[src/bad_pkg.sv]
// Shared types and constants of the block average deadband filter.
package bad_pkg;

    localparam int SAMPLE_W  = 12;
    localparam int CHANNEL_W = 1;

    typedef logic [SAMPLE_W-1:0]  t_sample;
    typedef logic [CHANNEL_W-1:0] t_channel;

    localparam t_sample THRESH_RESET = t_sample'(6);

endpackage

[src/bad_if.sv]
// Stream and configuration interfaces of the block average deadband filter.
interface bad_sample_if;
    logic              valid;
    logic              ready;
    bad_pkg::t_channel channel;
    bad_pkg::t_sample  sample;

    modport source (output valid, output channel, output sample, input ready);
    modport sink   (input valid, input channel, input sample, output ready);
endinterface

interface bad_result_if;
    logic             valid;
    logic             ready;
    bad_pkg::t_sample stable_value;

    modport source (output valid, output stable_value, input ready);
    modport sink   (input valid, input stable_value, output ready);
endinterface

interface bad_cfg_if;
    logic             valid;
    logic             ready;
    bad_pkg::t_sample data;

    modport source (output valid, output data, input ready);
    modport sink   (input valid, input data, output ready);
endinterface

[src/bad_lane.sv]
// Per-channel window accumulator with deadband update of the held average.
module bad_lane #(
    parameter int WINDOW_SIZE = 8
) (
    input  logic             i_clk,
    input  logic             i_rst_n,
    input  logic             i_hit,
    input  bad_pkg::t_sample i_sample,
    input  bad_pkg::t_sample i_threshold,
    output bad_pkg::t_sample o_held
);

    localparam int SUM_W   = bad_pkg::SAMPLE_W + $clog2(WINDOW_SIZE);
    localparam int CNT_W   = $clog2(WINDOW_SIZE + 1);
    // Division by the window is a multiply by a rounded-up reciprocal, which
    // is exact for every sum that fits in SUM_W bits.
    localparam int SHIFT   = SUM_W + $clog2(WINDOW_SIZE);
    localparam int RECIP_W = SUM_W + 2;
    localparam longint unsigned RECIP_FULL =
        ((64'd1 << SHIFT) + 64'(WINDOW_SIZE) - 64'd1) / 64'(WINDOW_SIZE);
    localparam logic [RECIP_W-1:0] RECIP = RECIP_FULL[RECIP_W-1:0];
    localparam int PROD_W  = SUM_W + RECIP_W;
    localparam logic [CNT_W-1:0] WINDOW_CNT = CNT_W'(WINDOW_SIZE);

    logic [SUM_W-1:0]  r_sum, n_sum;
    logic [CNT_W-1:0]  r_count, n_count;
    bad_pkg::t_sample  r_held, n_held;

    logic [SUM_W-1:0]  sum_add;
    logic [CNT_W-1:0]  count_add;
    logic              window_done;
    logic [PROD_W-1:0] product;
    bad_pkg::t_sample  average;
    bad_pkg::t_sample  diff;

    always_comb begin
        sum_add     = r_sum + SUM_W'(i_sample);
        count_add   = r_count + CNT_W'(1);
        window_done = (count_add == WINDOW_CNT);
        product     = PROD_W'(sum_add) * PROD_W'(RECIP);
        average     = product[SHIFT +: bad_pkg::SAMPLE_W];
        diff        = (average > r_held) ? (average - r_held) : (r_held - average);

        n_held  = (window_done && (diff >= i_threshold)) ? average : r_held;
        n_sum   = window_done ? '0 : sum_add;
        n_count = window_done ? '0 : count_add;
    end

    always_ff @(posedge i_clk) begin
        if (!i_rst_n) begin
            r_sum   <= '0;
            r_count <= '0;
            r_held  <= '0;
        end else if (i_hit) begin
            r_sum   <= n_sum;
            r_count <= n_count;
            r_held  <= n_held;
        end
    end

    assign o_held = n_held;

endmodule

[src/block_average_deadband_filter.sv]
// Block average deadband filter: every accepted sample is added to its channel's
// window; when the window fills, the average replaces the channel's held value
// if it moved by at least the threshold. Each sample returns the held value of
// its channel after that update. One sample is accepted every clock cycle unless
// the input and result registers are both full and the result is not taken. The
// sample lands in the input register at its transfer; the single update stage
// then runs and loads the result register once that register is free or taken.
// A channel number of NUM_CHANNELS or more touches no state and returns zero.
module block_average_deadband_filter #(
    parameter int WINDOW_SIZE  = 8,
    parameter int NUM_CHANNELS = 2
) (
    input  logic         i_clk,
    input  logic         i_rst_n,
    bad_sample_if.sink   i_sample_if,
    bad_result_if.source o_result_if,
    bad_cfg_if.sink      i_cfg_if
);

    // The one-bit channel field reaches at most two channel stores.
    localparam int NUM_LANES = (NUM_CHANNELS < 2) ? NUM_CHANNELS : 2;

    logic              r_in_valid;
    bad_pkg::t_channel r_in_channel;
    bad_pkg::t_sample  r_in_sample;

    logic              r_out_valid;
    bad_pkg::t_sample  r_out_value, n_out_value;

    bad_pkg::t_sample  r_threshold;

    logic              advance;
    bad_pkg::t_sample  lane_held [NUM_LANES];
    logic [NUM_LANES-1:0] lane_sel;

    assign advance           = !r_out_valid || o_result_if.ready;
    assign i_sample_if.ready = !r_in_valid || advance;
    assign i_cfg_if.ready    = 1'b1;

    always_ff @(posedge i_clk) begin
        if (!i_rst_n) begin
            r_threshold <= bad_pkg::THRESH_RESET;
        end else if (i_cfg_if.valid) begin
            r_threshold <= i_cfg_if.data;
        end
    end

    always_ff @(posedge i_clk) begin
        if (!i_rst_n) begin
            r_in_valid <= 1'b0;
        end else if (i_sample_if.ready) begin
            r_in_valid <= i_sample_if.valid;
        end
    end

    always_ff @(posedge i_clk) begin
        if (i_sample_if.ready && i_sample_if.valid) begin
            r_in_channel <= i_sample_if.channel;
            r_in_sample  <= i_sample_if.sample;
        end
    end

    for (genvar g = 0; g < NUM_LANES; g++) begin : g_lane
        assign lane_sel[g] = (r_in_channel == bad_pkg::CHANNEL_W'(g));

        bad_lane #(
            .WINDOW_SIZE (WINDOW_SIZE)
        ) u_lane (
            .i_clk       (i_clk),
            .i_rst_n     (i_rst_n),
            .i_hit       (r_in_valid && advance && lane_sel[g]),
            .i_sample    (r_in_sample),
            .i_threshold (r_threshold),
            .o_held      (lane_held[g])
        );
    end

    always_comb begin
        n_out_value = '0;
        for (int k = 0; k < NUM_LANES; k++) begin
            if (lane_sel[k]) begin
                n_out_value = n_out_value | lane_held[k];
            end
        end
    end

    always_ff @(posedge i_clk) begin
        if (!i_rst_n) begin
            r_out_valid <= 1'b0;
        end else if (advance) begin
            r_out_valid <= r_in_valid;
        end
    end

    always_ff @(posedge i_clk) begin
        if (advance && r_in_valid) begin
            r_out_value <= n_out_value;
        end
    end

    assign o_result_if.valid        = r_out_valid;
    assign o_result_if.stable_value = r_out_value;

endmodule

[src/flat_wrapper.sv]
// flat-port wrapper written by rule: the top's interface ports become plain ports
module block_average_deadband_filter_flat 
#(
    parameter int WINDOW_SIZE  = 8,
    parameter int NUM_CHANNELS = 2
)
  (i_clk, i_rst_n, i_sample_if_valid, i_sample_if_channel, i_sample_if_sample, i_sample_if_ready, o_result_if_valid, o_result_if_stable_value, o_result_if_ready, i_cfg_if_valid, i_cfg_if_data, i_cfg_if_ready);
  bad_sample_if i_sample_if_i ();
  bad_result_if o_result_if_i ();
  bad_cfg_if i_cfg_if_i ();
  input  logic i_clk;
  input  logic i_rst_n;
  input wire logic [$bits(i_sample_if_i.valid)-1:0] i_sample_if_valid;
  input wire logic [$bits(i_sample_if_i.channel)-1:0] i_sample_if_channel;
  input wire logic [$bits(i_sample_if_i.sample)-1:0] i_sample_if_sample;
  output wire logic [$bits(i_sample_if_i.ready)-1:0] i_sample_if_ready;
  output wire logic [$bits(o_result_if_i.valid)-1:0] o_result_if_valid;
  output wire logic [$bits(o_result_if_i.stable_value)-1:0] o_result_if_stable_value;
  input wire logic [$bits(o_result_if_i.ready)-1:0] o_result_if_ready;
  input wire logic [$bits(i_cfg_if_i.valid)-1:0] i_cfg_if_valid;
  input wire logic [$bits(i_cfg_if_i.data)-1:0] i_cfg_if_data;
  output wire logic [$bits(i_cfg_if_i.ready)-1:0] i_cfg_if_ready;
  assign i_sample_if_i.valid = i_sample_if_valid;
  assign i_sample_if_i.channel = i_sample_if_channel;
  assign i_sample_if_i.sample = i_sample_if_sample;
  assign i_sample_if_ready = i_sample_if_i.ready;
  assign o_result_if_valid = o_result_if_i.valid;
  assign o_result_if_stable_value = o_result_if_i.stable_value;
  assign o_result_if_i.ready = o_result_if_ready;
  assign i_cfg_if_i.valid = i_cfg_if_valid;
  assign i_cfg_if_i.data = i_cfg_if_data;
  assign i_cfg_if_ready = i_cfg_if_i.ready;
  block_average_deadband_filter #(.WINDOW_SIZE(WINDOW_SIZE), .NUM_CHANNELS(NUM_CHANNELS)) u_core (.i_clk(i_clk), .i_rst_n(i_rst_n), .i_sample_if(i_sample_if_i), .o_result_if(o_result_if_i), .i_cfg_if(i_cfg_if_i));
endmodule
[config.mk]
export PLATFORM = sky130hd
export DESIGN_NAME = block_average_deadband_filter_flat
export DESIGN_NICKNAME = d
export VERILOG_FILES = /design/src/bad_pkg.sv /design/src/bad_if.sv /design/src/bad_lane.sv /design/src/block_average_deadband_filter.sv /design/src/flat_wrapper.sv
export SDC_FILE = /design/constraint.sdc
export NUM_CORES = 1
export LEC_CHECK = 0
export BUFFER_PORTS_ARGS = -buffer_cell sky130_fd_sc_hd__buf_2
export CAP_MARGIN = 5
export CORE_UTILIZATION = 40
export CTS_CLUSTER_SIZE = 14
export DETAILED_ROUTE_END_ITERATION = 10
export PLACE_DENSITY = 0.61
export SYNTH_ARGS = -nofsm -noshare
export SYNTH_HDL_FRONTEND = slang
export SYNTH_SLANG_ARGS = --single-unit
export TNS_END_PERCENT = 1
[constraint.sdc]
create_clock -name i_clk -period 6.65 [get_ports i_clk]
set_clock_uncertainty 0.05 [all_clocks]
set_input_delay 1.995 -clock i_clk [delete_from_list [all_inputs] [get_ports i_clk]]
set_output_delay 1.995 -clock i_clk [all_outputs]
set_load 0.005 [all_outputs]
# ---- After elaboration in Yosys (flattened, before gate mapping)
# Cells that the tools add are included.
dict set report op_classes {
  muxes 10
  n_reduce_logical 10
  bitwise 2
  eq_ne 2
  n_shift 0
  addsub 8
  magnitude_cmp 4
  multipliers 0
  div_mod_pow 0
}
# op n
set ops {}
lappend ops {{$mux 12} 6}
lappend ops {{$sub 12x12->12} 4}
lappend ops {{$add 15x12->15} 2}
lappend ops {{$mux 15} 2}
lappend ops {{$ge 12x12->1} 2}
lappend ops {{$gt 12x12->1} 2}
lappend ops {{$or 12x12->12} 1}
lappend ops {{$add 4x1->4 const B} 2}
lappend ops {{$eq 4x4->1 const B} 2}
lappend ops {{$mux 4} 2}
lappend ops {{$logic_and 1x1->1} 6}
lappend ops {{$logic_not 1->1} 2}
lappend ops {{$logic_or 1x1->1} 2}
lappend ops {{$not 1->1} 1}
dict set report totals {
  ram_bits 0
  rom_bits 0
  reg_bits 101
  inputBits 30
  mem_count 0
  wordCells 48
  latchBits 0
}

# ---- Logic depth before layout (Yosys ltp)
# Gate-level depths: netlist (run 1).
dict set report logic_depth {
  ltp_word 9
  mapped_depth 27
  ltp_nobuf 23
}

# ---- By module
# A second synthesis (run 1) with hierarchy kept.
dict set report hier_totals {
  hier_cells 984
  area_unflattened_um2 8438.1
}
# mod cells_each instances area_each_um2
set by_module_without_submodules {}
lappend by_module_without_submodules {{bad_lane (u_core.g_lane[1].u_lane)} 434 1 3535.9}
lappend by_module_without_submodules {{bad_lane (u_core.g_lane[0].u_lane)} 460 1 3445.8}
lappend by_module_without_submodules {block_average_deadband_filter 90 1 1456.4}

# ---- Least setup slack after synthesis (run 1)
# No wires, ideal clock.
dict set report synth_path {
  path_type {reg2reg}
  startpoint {reg u_core.r_in_sample[0]}
  endpoint {reg u_core.r_out_value[2] (netlist: u_core.o_result_if.stable_value[2]) (data pin)}
  n_path_buf 3
  required_ns 6.325
  path_stages_with_launch 27
  t_arrival_ns 5.677
  setup_ns 0.275
  synth_period_minus_slack_ns 6.003
  path_slack_ns 0.647
  path_cell_list {edfxtp_1 ha_1 fa_1 a21o_1 nand4_1 a21oi_1 o31ai_1 a21oi_1 xor2_1 ha_1 buf_6 a21o_1 a2111o_1 a221oi_2 nor2_2 buf_2 nor3b_1 a21oi_1 xor2_1 ha_1 o2111a_1 o31ai_1 a21oi_1 o31a_1 buf_1 mux2i_1 mux2i_1}
}
dict set report synth_via {
  elab_chain_len 9
  word_cells_on_any_way 19
  cone_classes {add/sub (6); order compare (4); mux (6); bitwise (1); reduce/logical (2)}
}
# element line
set synth_rtl {}
lappend synth_rtl {{start, declared} block_average_deadband_filter.sv:25} ;# bad_pkg::t_sample r_in_sample;
lappend synth_rtl {{start signal, assigned} block_average_deadband_filter.sv:59} ;# r_in_sample <= i_sample_if.sample;
lappend synth_rtl {{$add 15x12->15} bad_lane.sv:37} ;# sum_add = r_sum + SUM_W'(i_sample);
lappend synth_rtl {{$sub 12x12->12 or $gt 12x12->1 (tied branches)} bad_lane.sv:42} ;# diff = (average > r_held) ? (average - r_held) : (r_held - average);
lappend synth_rtl {{$mux 12} bad_lane.sv:42}
lappend synth_rtl {{$ge 12x12->1} bad_lane.sv:44} ;# n_held = (window_done && (diff >= i_threshold)) ? average : r_held;
lappend synth_rtl {{$logic_and 1x1->1} bad_lane.sv:44}
lappend synth_rtl {{$mux 12} bad_lane.sv:44}
lappend synth_rtl {{$mux 12} block_average_deadband_filter.sv:81} ;# if (lane_sel[k]) begin
lappend synth_rtl {{$or 12x12->12} block_average_deadband_filter.sv:82} ;# n_out_value = n_out_value | lane_held[k];
lappend synth_rtl {{$mux 12 *} block_average_deadband_filter.sv:81}
lappend synth_rtl {{net u_core.n_out_value[2]} block_average_deadband_filter.sv:28} ;# bad_pkg::t_sample r_out_value, n_out_value;
lappend synth_rtl {{end signal, assigned} block_average_deadband_filter.sv:97} ;# r_out_value <= n_out_value;
lappend synth_rtl {{end, declared} block_average_deadband_filter.sv:28}
# The timed path passes the listed nets; every way through them passes the cells marked *.
# A chain may end at the register's enable or synchronous reset.

# ---- Worst setup path in the final report (run 1)
dict set report layout_path {
  startpoint {reg u_core.r_in_sample[1]}
  endpoint {reg u_core.r_out_value[2] (netlist: u_core.o_result_if.stable_value[2]) (data pin)}
}
# Same word-level chain as after synthesis.

==> metrics.md, run 1 <==
| Metric | Value |
|---|---|
| Hold EP | `u_core.g_lane[0].u_lane.r_sum[0]$_SDFFE_PN0P_` |
| Syn Nets | `1008` |
| H-tree depth | `3` |
| Fin crit share | `0.9333` |
| Antenna-violating nets left | `0` |
| CTS tree | `built` |
| Crit path DAT | `6.25 ns` |
| Top Ports | `45` |
| Synth Flop Type | `dfxtp_1` |
| Maximum vdd drop | `0.0001286 V` |
| Worst-path fanout max | `12` |
| Pwr dens | `210.1 mW/mm^2` |
| Mapped Area | `0.007689 sq mm` |
| Die ar. | `0.01978 sq mm` |
| Register area share after synthesis | `0.2955` |
| Hold Crit Class | `flop to flop` |
| WS Path Type | `flop to flop` |
| Via count | `6401` |
| Most frequent cells in the layout | `nor2_1, ha_1, dfxtp_1` |
| Post-synth EDFFs | `25` |
| Fmax achieved | `161.1 MHz` |
| GRT Total Usage | `0.2030` |
| Unrepaired setup endpoints after global routing | `no` |
| Die Wd | `140.6 microns` |
| Cell count of the worst hold path | `2` |
| Final Slew Violations | `0` |
| Distinct cells, synth | `68` |
| Outcome | `finished clean` |
| Maximum clock insertion buffer count | `2` |
| Per-cell routed wire length | `16.93 microns` |
| Initial Util | `0.4097` |
| # DRC | `0` |
| Vias in the first global route | `5913` |
| Syn Area/Cell | `8.777 sq um` |
| Core area | `0.01877 sq mm` |
| Flops & latches, synth | `101` |
| Post-CTS Hold Buffers | `0` |
| DP HPWL | `15480 microns` |
| Clock Latency Late Sink | `0.36 ns` |
| Count of final setup violators | `0` |
| Layout fillers | `1872` |
| Synth async-reset ratio | `0` |
| Clock period minus worst slack | `6.206 ns` |
| Total clock sinks | `101` |
| Capturing point of the worst reg2reg path | `u_core.o_result_if.stable_value[2]$_DFFE_PP_` |
| Layout cells sized above 1 | `0.1185` |
| Worst-Margin Slew | `1.049 ns` |
| Setup WS post-layout | `0.4438 ns` |
| Total CTS buffers | `9` |
| Hold path startpoint | `u_core.g_lane[0].u_lane.r_sum[0]$_SDFFE_PN0P_` |
| Worst setup path startpoint | `u_core.r_in_sample[1]$_DFFE_PP_` |
| # diodes | `0` |
| Setup repair bufs after CTS | `0` |
| Hold Fails Final Rpt | `0` |
| First-pass GRT wire length | `31240 microns` |
| Maxcap violations | `0` |
| Overflow after GRT | `0` |
| Nets | `1064` |
| # rows | `50` |
| Routed vias/inst | `5.466` |
| GP Congestion | `0.8868` |
| CP Capture Type | `flop` |
| Ys Warns | `0` |
| Area grow syn2layout | `13.21%` |
| First DRT Iteration DRCs | `482` |
| Commonest non-fill, non-tap cell in the layout | `nor2_1` |
| Type of origin of the critical path | `flop` |
| Setup TNS | `0 ns` |
| Post-synthesis cell count | `876` |
| Worst r2r src | `u_core.r_in_sample[1]$_DFFE_PP_` |
| Worst-path clk slew | `0.08 ns` |
| Leak | `3.983 nW` |
| Pre-CTS WS | `0.2012 ns` |
| Largest net degree at the start of global routing | `65` |
| Die Ht | `140.6 microns` |
| Root Buffer | `clkbuf_16` |
| WL final | `19830 microns` |
| Initial antenna violation count | `0` |
| Pre-antenna DRT Iters | `5` |
| Worst reg2reg path depth | `24` |
| R2R Setup Slk | `0.44 ns` |
| Worst path required time | `6.70 ns` |
| Port Buffers | `43` |
| Rel. slew slack | `0.2978` |
## worst max path at each step
stage,slack [ns],to,cells past startpoint
3_5_place_dp,0.20,u_core.o_result_if.stable_value[3]$_DFFE_PP_,22
3_3_place_gp,0.27,u_core.o_result_if.stable_value[4]$_DFFE_PP_,22
2_1_floorplan,0.65,u_core.o_result_if.stable_value[2]$_DFFE_PP_,26
5_1_grt,0.03,u_core.o_result_if.stable_value[4]$_DFFE_PP_,25
4_1_cts,0.17,u_core.o_result_if.stable_value[3]$_DFFE_PP_,22
6_report,0.44,u_core.o_result_if.stable_value[2]$_DFFE_PP_,24
## layout make-up
cell class / instances / area [sq um] / share of cell area
clock buffer: 12 / 267.8 / 0.03076
clock inverter: 4 / 45.04 / 0.005175
inverter: 76 / 285.3 / 0.03277
multi-input combinational: 669 / 5070 / 0.5824
sequential: 101 / 2272 / 0.2610
tap: 234 / 292.8 / 0.03364
timing repair buffer: 75 / 471.7 / 0.05419
## metrics by stage
| step | utilization | total power [mW] | hold WS, ns | cells | cell area, sq um |
|---|---|---|---|---|---|
| floorplan | - | 1.094 | 0.3856 | 876 | 7689 |
| global placement | 0.4437 | 1.261 | 0.3985 | 1155 | 8327 |
| detailed placement | 0.4437 | 1.263 | 0.4074 | 1155 | 8327 |
| CTS | 0.4603 | 1.828 | 0.4165 | 1171 | 8640 |
| global route | 0.4638 | 1.937 | 0.4446 | 1171 | 8705 |
| finish | 0.4638 | 1.829 | 0.4133 | 1171 | 8705 |
## report_power, final
| part | leakage, nW | total (mW) | switching, mW | internal [mW] |
|---|---|---|---|---|
| Clock | 0.154 | 0.560 | 0.264 | 0.296 |
| Sequential | 0.859 | 0.665 | 0.0165 | 0.649 |
| Combinational | 2.97 | 0.604 | 0.340 | 0.264 |
| Total | 3.98 | 1.83 | 0.620 | 1.21 |
## cell usage after synthesis, types with 3 or more instances
master	count	area (sq um)
a21o_1	26	195.2
a21oi_1	60	300.3
nor2b_1	16	100.1
a22oi_1	24	180.2
ha_1	96	1201
nand4_1	6	37.54
inv_1	74	277.8
a221oi_1	3	26.28
buf_1	3	11.26
o31ai_1	5	37.54
o211ai_1	6	45.04
nor3_1	14	70.07
and4_1	3	26.28
or2_2	4	25.02
clkbuf_1	18	67.56
and3_1	3	18.77
o21ai_1	6	30.03
dfxtp_1	76	1521
nand3_1	12	60.06
or3_1	3	18.77
o21bai_1	8	60.06
fa_1	6	120.1
mux2i_1	72	720.7
xor2_1	20	175.2
edfxtp_1	25	750.7
a211oi_1	17	127.6
nor4_1	3	18.77
o21ai_0	22	110.1
and2_1	3	18.77
nor2_1	105	394.1
a31oi_1	11	68.82
buf_2	7	35.03
xnor2_1	25	219.0
nand2_1	42	157.7
nand2b_1	6	37.54
o31a_1	3	26.28
## per-layer routing
layer	part of all wire	global-route usage	routed length [microns]
met1	0.50	0.2879	9872
met4	0.015	0.04863	291
met5	0	0	0
met3	0.042	0.03329	824
met2	0.45	0.3208	8840
## worst max-delay path: stages, from the launching register on
cell and delay, ns:
edfxtp_1 0.49, ha_1 0.36, a211oi_1 0.32, o211ai_1 0.19, a32oi_1 0.33, nand2b_1 0.10, a21oi_1 0.18, xnor2_1 0.12
ha_1 0.39, nand4_1 0.22, nor4_2 0.44, a21o_1 0.17, o31ai_4 0.13, buf_12 0.18, a211oi_1 0.22, a21o_1 0.12
xnor2_1 0.10, ha_1 0.31, nand4_1 0.08, or3_1 0.39, a31oi_2 0.37, o31ai_4 0.16, buf_4 0.22, mux2i_1 0.18
mux2i_1 0.10
## registers in the layout, indices dropped and copies added, names as in the netlist
signal / flops
u_core.r_in_sample: 12
u_core.g_lane.u_lane.r_held: 24
u_core.o_result_if.stable_value: 12
u_core.r_in_channel: 1
u_core.g_lane.u_lane.r_count: 8
u_core.r_in_valid: 1
u_core.r_threshold: 12
u_core.g_lane.u_lane.r_sum: 30
u_core.o_result_if.valid: 1
## cells by family (layout without fill, tap and decap cells)
| logic type | Yosys count | after routing | synth area share |
|---|---|---|---|
| muxes | 76 | 76 | 0.1011 |
| buffers and inverters | 106 | 167 | 0.05435 |
| adders and majority gates | 102 | 102 | 0.1718 |
| DFF | 101 | 101 | 0.2955 |
| and+or+nand+nor | 230 | 230 | 0.1383 |
| AOI/OAI and AO/OA | 215 | 215 | 0.1871 |
| xor gates and xnor gates | 45 | 45 | 0.05126 |
| other | 1 | 1 | 0.0004877 |
## repair_timing
action                                 4_1_cts  5_1_grt
endpoints found under the hold margin        0        0
setup endpoints to repair                    0       34
resized for setup                            0       12
(Power assumes the default switching activity.)
==> inputs of run 2 (changes only) <==
==> constraint.sdc (replaced) <==
create_clock -name i_clk -period 7.05 [get_ports i_clk]
set_clock_uncertainty 0.05 [all_clocks]
set_input_delay 2.115 -clock i_clk [delete_from_list [all_inputs] [get_ports i_clk]]
set_output_delay 2.115 -clock i_clk [all_outputs]
set_load 0.005 [all_outputs]
==> metrics.md, run 2 (synthesized netlist as in run 1, its figures left out) <==
| Metric | Value |
|---|---|
| Core area | `0.01877 sq mm (unchanged)` |
| Fmax achieved | `152.3 MHz (-5.5%)` |
| CP cell instances | `ha_1, a211oi_1, o211ai_1, a32oi_1, o21ai_1, xor2_1, buf_4, ha_1, nand4_1, nor4_2, a21o_1, o31ai_4, buf_4, a211oi_1, a21o_1, xnor2_1, ha_1, nand4_1, or3_1, a31oi_1, o31ai_2, buf_4, mux2i_1, a22oi_1` |
| Largest regs | `u_core.g_lane.u_lane.r_sum: 30 flops, u_core.g_lane.u_lane.r_held: 24 flops` |
| Worst reg2reg path depth | `24 (unchanged)` |
| # rows | `50 (unchanged)` |
| First-pass GRT wire length | `31120 microns (-0.40%)` |
| H-tree depth | `3 (unchanged)` |
| Register area | `0.002272 sq mm (unchanged)` |
| Setup repair bufs after CTS | `0 (unchanged)` |
| Hold path startpoint | `u_core.g_lane[0].u_lane.r_sum[0]$_SDFFE_PN0P_` |
| First DRT Iteration DRCs | `514 (+6.6%)` |
| Count of final setup violators | `0 (unchanged)` |
| Top Ports | `45 (unchanged)` |
| Worst path required time | `7.11 ns (+0.41 ns)` |
| GRT Total Usage | `0.2010 (-0.002040)` |
| Nets | `1054 (-0.94%)` |
| Hold EP | `u_core.g_lane[0].u_lane.r_sum[0]$_SDFFE_PN0P_` |
| Largest Register | `u_core.g_lane.u_lane.r_sum` |
| Die Ht | `140.6 microns (unchanged)` |
| Worst-Margin Slew | `0.9743 ns (-0.07509 ns)` |
| Area of the multi-input gates | `0.005029 sq mm (-0.81%)` |
| Pre-antenna DRT Iters | `5 (unchanged)` |
| Max FFs per register | `30 (unchanged)` |
| Overflow after GRT | `0 (unchanged)` |
| Largest net degree at the start of global routing | `75 (+15%)` |
| Maximum clock insertion buffer count | `2 (unchanged)` |
| Cell count of the worst hold path | `2 (unchanged)` |
| Layout cells sized above 1 | `0.1046 (-0.01382)` |
| WL final | `19130 microns (-3.5%)` |
| Capturing point of the worst reg2reg path | `u_core.o_result_if.stable_value[10]$_DFFE_PP_` |
| GP Congestion | `0.8543 (-3.7%)` |
| Rel. slew slack | `0.3481 (+0.05025)` |
| Vias in the first global route | `6028 (+1.9%)` |
| Outcome | `finished clean` |
| Post-CTS Hold Buffers | `0 (unchanged)` |
| Hold Crit Class | `flop to flop` |
| # DRC | `0 (unchanged)` |
| Fin crit share | `0.9313 (-0.001943)` |
| Type of origin of the critical path | `flop` |
| Layout fillers | `1843 (-1.5%)` |
| Max stage delay on crit path | `0.50 ns (about the same)` |
| Root Buffer | `clkbuf_16` |
| Clock period minus worst slack | `6.566 ns (+0.3596 ns)` |
| Area grow syn2layout | `11.26%` |
| WS Path Type | `flop to flop` |
| Die ar. | `0.01978 sq mm (unchanged)` |
| Most frequent cells in the layout | `nor2_1, ha_1, dfxtp_1` |
| Leak | `3.918 nW (-1.6%)` |
| Initial Util | `0.4097 (unchanged)` |
| Unrepaired setup endpoints after global routing | `no` |
| Clock Latency Late Sink | `0.36 ns (about the same)` |
| Initial antenna violation count | `0 (unchanged)` |
| R2R Setup Slk | `0.48 ns (+0.04 ns)` |
| Total CTS buffers | `9 (unchanged)` |
| Die Wd | `140.6 microns (unchanged)` |
| Total clock sinks | `101 (unchanged)` |
| Via count | `6330 (-1.1%)` |
| Routed vias/inst | `5.452 (-0.26%)` |
| PostCTS Resize Cnt | `0 (unchanged)` |
| Antenna-violating nets left | `0 (unchanged)` |
| Maximum vdd drop | `0.0001303 V (+1.3%)` |
| Hold Fails Final Rpt | `0 (unchanged)` |
| Setup TNS | `0 ns (unchanged)` |
| Pwr dens | `193.9 mW/mm^2 (-7.7%)` |
| Worst-path clk slew | `0.08 ns (about the same)` |
| Crit path DAT | `6.62 ns (+0.37 ns)` |
| Worst-path fanout max | `12 (unchanged)` |
| Slowest stage cell, crit path | `edfxtp_1` |
| Final Slew Violations | `0 (unchanged)` |
| Total power | `1.659 mW (-9.3%)` |
| Maxcap violations | `0 (unchanged)` |
| CTS tree | `built` |
| Per-cell routed wire length | `16.48 microns (-2.7%)` |
| Port Buffers | `43 (unchanged)` |
| Worst r2r src | `u_core.r_in_sample[1]$_DFFE_PP_` |
| DP HPWL | `15110 microns (-2.3%)` |
| # diodes | `0 (unchanged)` |
| CP Capture Type | `flop` |
| Commonest non-fill, non-tap cell in the layout | `nor2_1` |
-- run 2: changes by cell type in the layout (fill, tap and decap cells not counted), sizes merged --
cell,delta
buf,-10
clkinv,+4
clkbuf,-3
inv,-1
-- run 2: report_power, final --
| group | total [mW] | leakage [nW] | internal [mW] | switching, mW |
|---|---|---|---|---|
| sequential | 0.628 | 0.859 | 0.612 | 0.0156 |
| clock | 0.495 | 0.146 | 0.249 | 0.246 |
| combinational | 0.536 | 2.91 | 0.231 | 0.306 |
-- run 2: area by class of cell --
cell class / count / area share
flip-flops and latches: 101 / 0.2656
well taps: 234 / 0.03423
clock inverters: 7 / 0.008191
clock buffers: 9 / 0.02633
multi-input cells: 669 / 0.5878
inverters: 76 / 0.03335
repair buffers: 65 / 0.04446
-- run 2: how the worst max path moves through the flow --
| stage | startpoint | to | slack, ns |
|---|---|---|---|
| 2_1_floorplan | u_core.r_in_sample[0]$_DFFE_PP_ | u_core.o_result_if.stable_value[2]$_DFFE_PP_ | 1.05 |
| 3_3_place_gp | u_core.r_in_sample[4]$_DFFE_PP_ | u_core.o_result_if.stable_value[5]$_DFFE_PP_ | 0.51 |
| 3_5_place_dp | u_core.r_in_sample[1]$_DFFE_PP_ | u_core.o_result_if.stable_value[9]$_DFFE_PP_ | 0.42 |
| 4_1_cts | u_core.r_in_sample[1]$_DFFE_PP_ | u_core.o_result_if.stable_value[9]$_DFFE_PP_ | 0.39 |
| 5_1_grt | u_core.r_in_sample[1]$_DFFE_PP_ | u_core.o_result_if.stable_value[10]$_DFFE_PP_ | 0.05 |
| 6_report | u_core.r_in_sample[1]$_DFFE_PP_ | u_core.o_result_if.stable_value[10]$_DFFE_PP_ | 0.48 |
-- run 2: stage by stage --
stage | area, sq um | hold slack (ns) | utilization | instances | worst slack, ns
6_report | 8554 | 0.4220 | 0.4558 | 1161 | 0.4842
5_1_grt | 8554 | 0.4611 | 0.4558 | 1161 | 0.04555
4_1_cts | 8534 | 0.4216 | 0.4547 | 1161 | 0.3926
3_5_place_dp | 8239 | 0.4095 | 0.4390 | 1145 | 0.4189
3_3_place_gp | 8239 | 0.3998 | 0.4390 | 1145 | 0.5054
2_1_floorplan | 7689 | 0.3856 | - | 876 | 1.047
-- run 2: layer usage --
metal  global-route usage  share of wire  wire [microns]  vias up
met2               0.3166           0.44            8371      155
met3              0.03499          0.040             765       29
met4              0.06808          0.024             464        0
met5                    0              0               0        -
met1               0.2772           0.50            9532     2922
li1                     -              -               -     3224
-- run 2: critical path: cells and delay by family, from the launching register on --
kind                     cells  cell delay (ns)
flip-flops                   1             0.50
AND/OR/NAND/NOR              4             1.12
buffers and inverters        3             0.61
multiplexers                 1             0.30
XOR/XNOR                     2             0.24
adder cells (fa/ha/maj)      3             1.05
AO/OA/AOI/OAI               11             2.43
==> inputs of run 3 (changes only) <==
--- a/config.mk
+++ b/config.mk
@@ -5,6 +5,7 @@
 export SDC_FILE = /design/constraint.sdc
 export NUM_CORES = 1
 export LEC_CHECK = 0
+export ABC_AREA = 1
 export BUFFER_PORTS_ARGS = -buffer_cell sky130_fd_sc_hd__buf_2
 export CAP_MARGIN = 5
 export CORE_UTILIZATION = 40
==> metrics.md, run 3 <==
| Metric | Value |
|---|---|
| Outcome | `finished clean` |
| Yosys top cell area share | `0.2035 (+0.005592)` |
| Largest family of logic cells by synthesized area | `simple AND/OR/NAND/NOR gates` |
| Post-CTS Hold Buffers | `0 (unchanged)` |
| Worst-path clk slew | `0.08 ns (about the same)` |
| Syn Area/Cell | `6.426 sq um (-27%)` |
| Initial antenna violation count | `0 (unchanged)` |
| Hold Fails Final Rpt | `0 (unchanged)` |
| Worst-Margin Slew | `1.021 ns (+0.04684 ns)` |
| Worst path required time | `7.23 ns (+0.12 ns)` |
| Worst r2r src | `u_core.r_in_sample[0]$_DFFE_PP_` |
| Nets | `1532 (+45%)` |
| Rel. slew slack | `0.3185 (-0.02958)` |
| Layout fillers | `2334 (+27%)` |
| Simple-gate share of the synthesized area | `0.3069 (+0.1686)` |
| Setup repair bufs after CTS | `0 (unchanged)` |
| Fin crit share | `0.7333 (-0.1980)` |
| Most frequent cells in the layout | `nand2_1, inv_1, a21oi_1` |
| Total CTS buffers | `9 (unchanged)` |
| Commonest non-fill, non-tap cell in the layout | `nand2_1` |
| Setup TNS | `0 ns (unchanged)` |
| Largest net degree at the start of global routing | `61 (-19%)` |
| Post-synth top area cell | `nand2_1` |
| # DRC | `0 (unchanged)` |
| # rows | `54 (+8.0%)` |
| Largest Register | `u_core.g_lane.u_lane.r_sum` |
| Synth Flop Type | `dfxtp_1` |
| Max stage delay on crit path | `0.49 ns (about the same)` |
| Pre-antenna DRT Iters | `5 (unchanged)` |
| PostCTS Resize Cnt | `0 (unchanged)` |
| Pwr dens | `197.9 mW/mm^2 (+2.0%)` |
| Bufs and invs on worst path | `2 (-1)` |
| Fmax achieved | `193.4 MHz (+27%)` |
| H-tree depth | `3 (unchanged)` |
| Post-synth EDFFs | `25 (unchanged)` |
| Final core utilization | `0.4391 (-0.01670)` |
| GP Congestion | `0.8999 (+5.3%)` |
| First-pass GRT wire length | `37670 microns (+21%)` |
| Top Ports | `45 (unchanged)` |
| Port Buffers | `43 (unchanged)` |
| Total power | `1.890 mW (+14%)` |
| DP HPWL | `18690 microns (+24%)` |
| Most frequent cell after synthesis | `nand2_1` |
| Hold Crit Class | `flop to flop` |
| Slowest stage cell, crit path | `a21oi_2` |
| Distinct cells, synth | `42 (-38%)` |
| CP dominant cell by count | `nand2_1` |
| Post-synthesis mux area share | `0 (-0.1011)` |
| CP Capture Type | `flop` |
| Antenna-violating nets left | `0 (unchanged)` |
| First DRT Iteration DRCs | `474 (-7.8%)` |
| Unrepaired setup endpoints after global routing | `no` |
| Capturing point of the worst reg2reg path | `u_core.o_result_if.stable_value[8]$_DFFE_PP_` |
| Top post-synthesis cells by area | `nand2_1, dfxtp_1, ha_1, inv_1, edfxtp_1` |
| Critical path depth | `28 (+17%)` |
| Register area share after synthesis | `0.2566 (-0.03892)` |
| Clock period minus worst slack | `5.170 ns (-1.396 ns)` |
| Leak | `5.048 nW (+29%)` |
| Area of the multi-input gates | `0.005532 sq mm (+10%)` |
| # diodes | `0 (unchanged)` |
| Overflow after GRT | `0 (unchanged)` |
| Routed vias/inst | `4.902 (-10%)` |
| Maxcap violations | `0 (unchanged)` |
| Register area | `0.002272 sq mm (unchanged)` |
| Maximum clock insertion buffer count | `2 (unchanged)` |
| Top post-synthesis cells by count | `nand2_1, inv_1, a21oi_1` |
| Max FFs per register | `30 (unchanged)` |
| WS Path Type | `flop to flop` |
| Adder-cell share of the synthesized area | `0.1492 (-0.02263)` |
| Type of origin of the critical path | `flop` |
| Worst setup path startpoint | `u_core.r_in_sample[0]$_DFFE_PP_` |
| Initial Util | `0.4070 (-0.002662)` |
| Largest regs | `u_core.g_lane.u_lane.r_sum: 30 flops, u_core.g_lane.u_lane.r_held: 24 flops` |
| Die Wd | `150.8 microns (+7.2%)` |
| Synth Area in Compound Gates | `0.1239 (-0.06322)` |
| Ys Warns | `0 (unchanged)` |
| Synth async-reset ratio | `0 (unchanged)` |
| Die Ht | `150.8 microns (+7.2%)` |
| Worst reg2reg path depth | `28 (+17%)` |
| Synth Area in XOR/XNOR | `0.04423 (-0.007033)` |
| Flops & latches, synth | `101 (unchanged)` |
| Syn Nets | `1510 (+50%)` |
| Via count | `8260 (+30%)` |
| Total clock sinks | `101 (unchanged)` |
| Per-cell routed wire length | `13.78 microns (-16%)` |
| R2R Setup Slk | `1.88 ns (+1.40 ns)` |
| Crit path DAT | `5.35 ns (-1.27 ns)` |
| Worst-path fanout max | `13 (+1)` |
| Final Slew Violations | `0 (unchanged)` |
| GRT Total Usage | `0.2121 (+0.01116)` |
| Clock Latency Late Sink | `0.36 ns (about the same)` |
| Root Buffer | `clkbuf_16` |
| Mapped Area | `0.008855 sq mm (+15%)` |
| Maximum vdd drop | `0.0001302 V (about the same)` |
| WL final | `23210 microns (+21%)` |
| Layout cells sized above 1 | `0.06335 (-0.04129)` |
| Count of final setup violators | `0 (unchanged)` |
| Area grow syn2layout | `7.885%` |
| Core area | `0.02176 sq mm (+16%)` |
| Worst path top cell family by delay | `simple AND/OR/NAND/NOR gates` |
| Post-synthesis cell count | `1378 (+57%)` |
| CTS tree | `built` |
| Die ar. | `0.02274 sq mm (+15%)` |
| Vias in the first global route | `7635 (+27%)` |
| Crit path to | `u_core.o_result_if.stable_value[8]$_DFFE_PP_` |
[run 3: cell count changes after synthesis, sizes merged, moves of 11 or more]
cell / delta
a211oi: -15
a21o: -17
a21oi: +69
a22oi: -24
inv: +154
mux2i: -73
nand2: +441
nand3: +61
nor2: -27
nor2b: -16
nor3: -12
o21ai: +23
xnor2: -13
xor2: +11
[run 3: metrics by stage]
step,setup slack (ns),hold slack [ns],cell area (sq um),std cells
6_report,1.880,0.4227,9553,1685
3_5_place_dp,1.824,0.4130,9244,1669
3_3_place_gp,1.892,0.4068,9244,1669
5_1_grt,1.227,0.4414,9553,1685
4_1_cts,1.806,0.4258,9553,1685
2_1_floorplan,2.621,0.3982,8855,1378
[run 3: worst min-delay path by stage]
stage	endpoint	start	slack, ns	cells past startpoint
floorplan	u_core.g_lane[0].u_lane.r_sum[10]$_SDFFE_PN0P_	u_core.g_lane[0].u_lane.r_sum[10]$_SDFFE_PN0P_	0.40	2
global placement	u_core.g_lane[1].u_lane.r_sum[7]$_SDFFE_PN0P_	u_core.g_lane[1].u_lane.r_sum[7]$_SDFFE_PN0P_	0.41	2
detailed placement	u_core.g_lane[1].u_lane.r_sum[5]$_SDFFE_PN0P_	u_core.g_lane[1].u_lane.r_sum[5]$_SDFFE_PN0P_	0.41	2
CTS	u_core.g_lane[1].u_lane.r_sum[5]$_SDFFE_PN0P_	u_core.g_lane[1].u_lane.r_sum[5]$_SDFFE_PN0P_	0.43	2
global route	u_core.g_lane[0].u_lane.r_sum[5]$_SDFFE_PN0P_	u_core.g_lane[0].u_lane.r_sum[5]$_SDFFE_PN0P_	0.44	2
finish	u_core.g_lane[0].u_lane.r_sum[11]$_SDFFE_PN0P_	u_core.g_lane[0].u_lane.r_sum[11]$_SDFFE_PN0P_	0.42	2
[run 3: final cells by class]
class                           instances  area share
Clock buffer                            9     0.02358
Clock inverter                          7    0.008775
Inverter                              231     0.09077
Multi-Input combinational cell       1013      0.5790
Sequential cell                       101      0.2379
Tap cell                              280     0.03667
Timing Repair Buffer                   44     0.02331
[run 3: cells by family (layout without fill, tap and decap cells)]
logic type / count (synthesis) / count (layout)
flops: 101 / 101
fa+ha+maj: 102 / 102
buf+inv: 264 / 291
other cells: 1 / 1
xor+xnor: 43 / 43
simple gates: 664 / 664
compound gates: 203 / 203
[run 3: power by group]
group	switching (mW)	internal, mW	total, mW
logic	0.469	0.264	0.733
registers	0.0226	0.622	0.645
clock network	0.257	0.255	0.513
total	0.749	1.14	1.89
[run 3: tightest hold or removal path, stage by stage (launching register included)]
cell     delay, ns
dfxtp_1       0.32
nand2_1       0.06
a21oi_1       0.05
[run 3: per-layer routing]
metal  share of wire  GRT usage  up-vias
met4           0.016    0.05600        0
met1            0.49     0.2907     3698
met5               0          0        -
li1                -          -     4374
met2            0.45     0.3514      169
met3           0.039    0.02470       19
